[config.mk]
export PLATFORM = sky130hd
export DESIGN_NAME = pft_ctrl
export DESIGN_NICKNAME = d
export VERILOG_FILES = /design/src/pft_pkg.sv /design/src/pft_ctrl.sv
export SDC_FILE = /design/constraint.sdc
export NUM_CORES = 1
export LEC_CHECK = 0
export BUFFER_PORTS_ARGS = -buffer_cell sky130_fd_sc_hd__buf_2
export CAP_MARGIN = 15
export CORE_AREA = 2 2 39 41
export CTS_BUF_LIST = sky130_fd_sc_hd__clkbuf_8
export CTS_CLUSTER_DIAMETER = 100
export DETAILED_ROUTE_END_ITERATION = 8
export DIE_AREA = 0 0 41 43
export GPL_TIMING_DRIVEN = 0
export HOLD_SLACK_MARGIN = 0.02
export PLACE_DENSITY_LB_ADDON = 0.1
export REMOVE_ABC_BUFFERS = 1
export SETUP_SLACK_MARGIN = 0.05
export SYNTH_ARGS = -nofsm -noshare
export SYNTH_HDL_FRONTEND = slang
export SYNTH_SLANG_ARGS = --single-unit
export TNS_END_PERCENT = 100
[constraint.sdc]
create_clock -name clk_i -period 2.28 [get_ports clk_i]
set_input_delay 0.342 -clock clk_i [delete_from_list [all_inputs] [get_ports clk_i]]
set_output_delay 0.342 -clock clk_i [all_outputs]
set_load 0.01 [all_outputs]
[src/pft_pkg.sv]
// Shared types, codes and defaults for the pattern frequency table.
package pft_pkg;

  localparam int TABLE_ENTRIES = 128;
  localparam int COUNT_BITS    = 16;
  localparam int KEY_BITS      = 64;
  localparam int IDX_BITS      = 7;
  localparam int OCC_BITS      = 16;

  typedef enum logic [1:0] {
    OP_ADD   = 2'd0,
    OP_READ  = 2'd1,
    OP_CLEAR = 2'd2
  } pft_op_e;

  typedef enum logic [2:0] {
    ST_HIT    = 3'd0,
    ST_INSERT = 3'd1,
    ST_DROP   = 3'd2,
    ST_READ   = 3'd3,
    ST_CLEAR  = 3'd4
  } pft_status_e;

  typedef struct packed {
    logic [1:0]          opcode;
    logic [KEY_BITS-1:0] pattern_key;
    logic [IDX_BITS-1:0] slot_select;
  } pft_item_t;

  typedef struct packed {
    logic [2:0]          status;
    logic [IDX_BITS-1:0] slot_index;
    logic [OCC_BITS-1:0] occurrences;
    logic [KEY_BITS-1:0] stored_key;
    logic                slot_valid;
  } pft_result_t;

  // controller to datapath
  typedef struct packed {
    logic        load;
    logic        eval;
    logic        rd_scan;
    logic        rd_sel;
    logic        wr_zero;
    logic        wr_hit;
    logic        wr_ins;
    logic        emit;
    pft_status_e status;
  } pft_cmd_t;

  // datapath to controller
  typedef struct packed {
    logic hit;
    logic free_any;
    logic data_last;
    logic issue_done;
    logic addr_last;
  } pft_stat_t;

endpackage

[src/pft_ctrl.sv]
// Sequencer for the pattern frequency table: scan, update, read and clear control.
module pft_ctrl (
  input  logic               clk_i,
  input  logic               rst_ni,
  input  logic               start,
  input  logic [1:0]         opcode_i,
  input  pft_pkg::pft_stat_t stat_i,
  output logic               busy,
  output pft_pkg::pft_cmd_t  cmd_o
);

  localparam logic [3:0] S_INIT   = 4'd0;
  localparam logic [3:0] S_IDLE   = 4'd1;
  localparam logic [3:0] S_SCAN   = 4'd2;
  localparam logic [3:0] S_HIT    = 4'd3;
  localparam logic [3:0] S_INS    = 4'd4;
  localparam logic [3:0] S_DROP   = 4'd5;
  localparam logic [3:0] S_CLR    = 4'd6;
  localparam logic [3:0] S_RDSEL  = 4'd7;
  localparam logic [3:0] S_RDWAIT = 4'd8;

  logic [3:0] state_q, state_d;

  always_comb begin
    cmd_o   = '0;
    state_d = state_q;
    unique case (state_q)
      S_INIT: begin
        // wipe every slot after reset
        cmd_o.wr_zero = 1'b1;
        if (stat_i.addr_last) begin
          state_d = S_IDLE;
        end
      end
      S_IDLE: begin
        if (start) begin
          cmd_o.load = 1'b1;
          case (opcode_i)
            pft_pkg::OP_ADD:   state_d = S_SCAN;
            pft_pkg::OP_READ:  state_d = S_RDSEL;
            pft_pkg::OP_CLEAR: state_d = S_CLR;
            default:           state_d = S_IDLE;
          endcase
        end
      end
      S_SCAN: begin
        cmd_o.eval    = 1'b1;
        cmd_o.rd_scan = !stat_i.issue_done;
        if (stat_i.hit) begin
          state_d = S_HIT;
        end else if (stat_i.data_last) begin
          state_d = stat_i.free_any ? S_INS : S_DROP;
        end
      end
      S_HIT: begin
        cmd_o.wr_hit = 1'b1;
        cmd_o.emit   = 1'b1;
        cmd_o.status = pft_pkg::ST_HIT;
        state_d      = S_IDLE;
      end
      S_INS: begin
        cmd_o.wr_ins = 1'b1;
        cmd_o.emit   = 1'b1;
        cmd_o.status = pft_pkg::ST_INSERT;
        state_d      = S_IDLE;
      end
      S_DROP: begin
        cmd_o.emit   = 1'b1;
        cmd_o.status = pft_pkg::ST_DROP;
        state_d      = S_IDLE;
      end
      S_CLR: begin
        cmd_o.wr_zero = 1'b1;
        if (stat_i.addr_last) begin
          cmd_o.emit   = 1'b1;
          cmd_o.status = pft_pkg::ST_CLEAR;
          state_d      = S_IDLE;
        end
      end
      S_RDSEL: begin
        cmd_o.rd_sel = 1'b1;
        state_d      = S_RDWAIT;
      end
      S_RDWAIT: begin
        cmd_o.emit   = 1'b1;
        cmd_o.status = pft_pkg::ST_READ;
        state_d      = S_IDLE;
      end
      default: begin
        state_d = S_IDLE;
      end
    endcase
  end

  always_ff @(posedge clk_i or negedge rst_ni) begin
    if (!rst_ni) begin
      state_q <= S_INIT;
    end else begin
      state_q <= state_d;
    end
  end

  assign busy = (state_q != S_IDLE);

`ifndef SYNTH
  a_no_emit_idle: assert property (@(posedge clk_i) disable iff (!rst_ni)
    (state_q == S_IDLE) |-> !cmd_o.emit)
    else $error("result emitted from idle");

  a_emit_ends_item: assert property (@(posedge clk_i) disable iff (!rst_ni)
    cmd_o.emit |=> (state_q == S_IDLE))
    else $error("sequencer not idle after result");

  a_load_only_idle: assert property (@(posedge clk_i) disable iff (!rst_ni)
    cmd_o.load |-> (state_q == S_IDLE) && start)
    else $error("item loaded outside idle");
`endif

endmodule

==> flow_metrics.tcl <==
set metrics [dict create \
    crit_type "flop to output pin" \
    place_congestion 0.758 \
    final_util_pct 45.0 \
    cp_slowest_cell "dfrtp_1" \
    worstPathArrival_ps 1690 \
    numPlacedInstances 87 \
    maxSlewViolCount 0 \
    dieArea_um2 1760 \
    synth.cell_area_um2 489 \
    layout_common_cells "21 x buf_2, 7 x nor2_1, 5 x inv_1" \
    root_buffer "clkbuf_8" \
    grtUsageTotal_pct 14.7 \
    clock_sinks 4 \
    h-tree-depth 1 \
    synthTopCellsByArea "dfrtp_1 20%, nor4bb_1 6.1%, nor2_1 5.4%" \
    portBuffers 21 \
    drive_gt1_share_pct 40.0 \
    r2r_cells 3 \
    synth-warning-count 0 \
    postCtsSetupBuffers 0 \
    antenna_found_initial 0 \
    finalPower_uw 816 \
    min_path_type "input port to asynchronous set/reset pin" \
    seq_area_frac_synth_pct 20.5 \
    top_regs "state_q: 4 flops" \
    coreArea_um2 1380 \
    vias 463 \
    drc_errors 0 \
    yosys.area.top_type_share_pct 20.5 \
    initial_core_util_pct 35.4 \
    ir_worst_vdd_mv 0.731 \
    grt_max_degree 20 \
    cp-start-kind "flop" \
    worstMarginPinSlew_ps 594 \
    swShare_pct 43.9 \
    tritoncts "built" \
    grt_pass1_wl_um 1680 \
    synthDistinctLibCells 30 \
    diodes 0 \
    p_clk_share_pct 17.7 \
    seqPwrFrac_pct 27.8 \
    outcome "complete, no violations" \
    nets 89 \
    postRouteAntennaNets 0 \
    synth_area_per_cell_um2 8.89 \
    grt_pass1_vias 404 \
    vias_per_cell 5.09 \
    grt-ovfl-total 0 \
    fin_crit_sh_pct 89.0 \
    synth.largest_area_cell "dfrtp_1" \
    reg2reg_slack_ps 690 \
    crit_path_max_fanout 19 \
    dieWidth_um 41 \
    synthToLayoutAreaGrowth_pct 27.4 \
    hold_violations 0 \
    worstPathBufferInverterCount 1 \
    final_common_cell "buf_2" \
    tns_ps 0 \
    critPathCaptureType "output pin" \
    worst_r2r_endpoint "state_q[0]" \
    relSlewSlack_pct 60.4 \
    die_h_um 43 \
    ctsLongestPathBuffers 2 \
    setup_viol_count_final 0 \
    r2r-start "state_q[0]" \
    drt-total-wl_um 1080 \
    drtIter0Drc 8 \
    dpl_worst_slack_ps 470 \
    max_stage_delay_ps 710 \
    clkLatencyLatePin_ps 210 \
    worstPathCellList "or4b_4, nor2_1, buf_2" \
    pwr-share-comb_pct 54.5 \
    required_ps 1940 \
    ios 22 \
    final.setup.worst_slack_ps 251 \
    p_leak_uw 0.000300 \
    hpwl_um 779 \
    hold_buffers 1 \
    path_delay_family "flip-flops" \
    clock.fmax_ghz 0.493 \
    drv_cap 0 \
    rsz0062_at_grt "no" \
    p_int_uw 458 \
    synth-seq-cells 4 \
    rows 14 \
    path_clk_slew_ps 30 \
    period_needed_ps 2030 \
    largest_reg_flops 4 \
    cts.repair.resized 0 \
    wl_per_cell_um 11.9 \
    powerDensity_nw_per_um2 1310 \
    power.switching_uw 359 \
    fin_skew_ps 0.409 \
    syn_inst 55 \
    drtPass1Iterations 3 \
    max_flop_register "state_q" \
    stdcell_count 91 \
    cts_made_buffers 3 \
]
power by group through the flow:
stage	Combinational (µW)	Sequential, µW	Clock, µW
3_5_place_dp	446	229	0
4_1_cts	448	228	150
3_3_place_gp	444	228	0
5_1_grt	495	246	157
6_report	445	227	145
2_1_floorplan	329	195	0
per-layer routing:
layer	up-vias	track usage, %	part of all wire [%]
li1	240	-	-
met4	0	10.0	0
met5	-	0	0
met1	214	18.6	47
met3	0	4.71	3.3
met2	9	20.3	49
synthesized netlist by cell type:
master and number:
nor2b_1 2, o32ai_1 1, o31ai_1 1, nand2b_1 2, nand2_1 1, buf_2 1
or3_4 1, dfrtp_1 4, xor2_2 1, or2b_1 1, a21oi_1 2, buf_6 2
buf_4 2, or4b_4 1, nor2_1 7, mux2i_1 1, ha_1 2, a2bb2oi_2 1
a311o_1 1, nor3_1 3, o41a_1 1, nor4bb_1 3, nor3b_1 1, o21ai_0 2
nor4b_4 1, a21boi_0 1, a211oi_1 2, inv_1 5, mux2_2 1, nor4_1 1
area by class of cell:
type | count | area (µm²)
multi-input cells | 41 | 328
well taps | 16 | 20.0
repair buffers | 22 | 115
clock buffers | 3 | 41.3
flip-flops and latches | 4 | 100
inverters | 5 | 18.8
fillers | 149 | 761
kinds of logic after synthesis:
logic type	after synthesis	synth area share, %
xor+xnor	1	3.33
mux	2	4.35
compound gates	12	19.4
flops	4	20.5
fa+ha+maj	2	5.11
simple gates	24	34.8
buf+inv	10	12.5
per-stage QoR:
| stage | cell area [µm²] | hold WS [ps] |
|---|---|---|
| 2_1_floorplan | 447 | 46.4 |
| 3_3_place_gp | 572 | 148 |
| 3_5_place_dp | 572 | 148 |
| 4_1_cts | 623 | 460 |
| 5_1_grt | 623 | 467 |
| 6_report | 623 | 460 |
how the worst max path moves through the flow:
stage / startpoint / endpoint / slack [ps] / cells past startpoint
6_report: state_q[0] / cmd_o[10] / 250 / 3
5_1_grt: state_q[0] / cmd_o[10] / 150 / 3
4_1_cts: state_q[0] / cmd_o[10] / 240 / 3
3_5_place_dp: state_q[0] / cmd_o[10] / 470 / 3
3_3_place_gp: state_q[0] / cmd_o[10] / 470 / 3
2_1_floorplan: state_q[0] / cmd_o[10] / 610 / 2
Power figures use the tool's default switching activity.
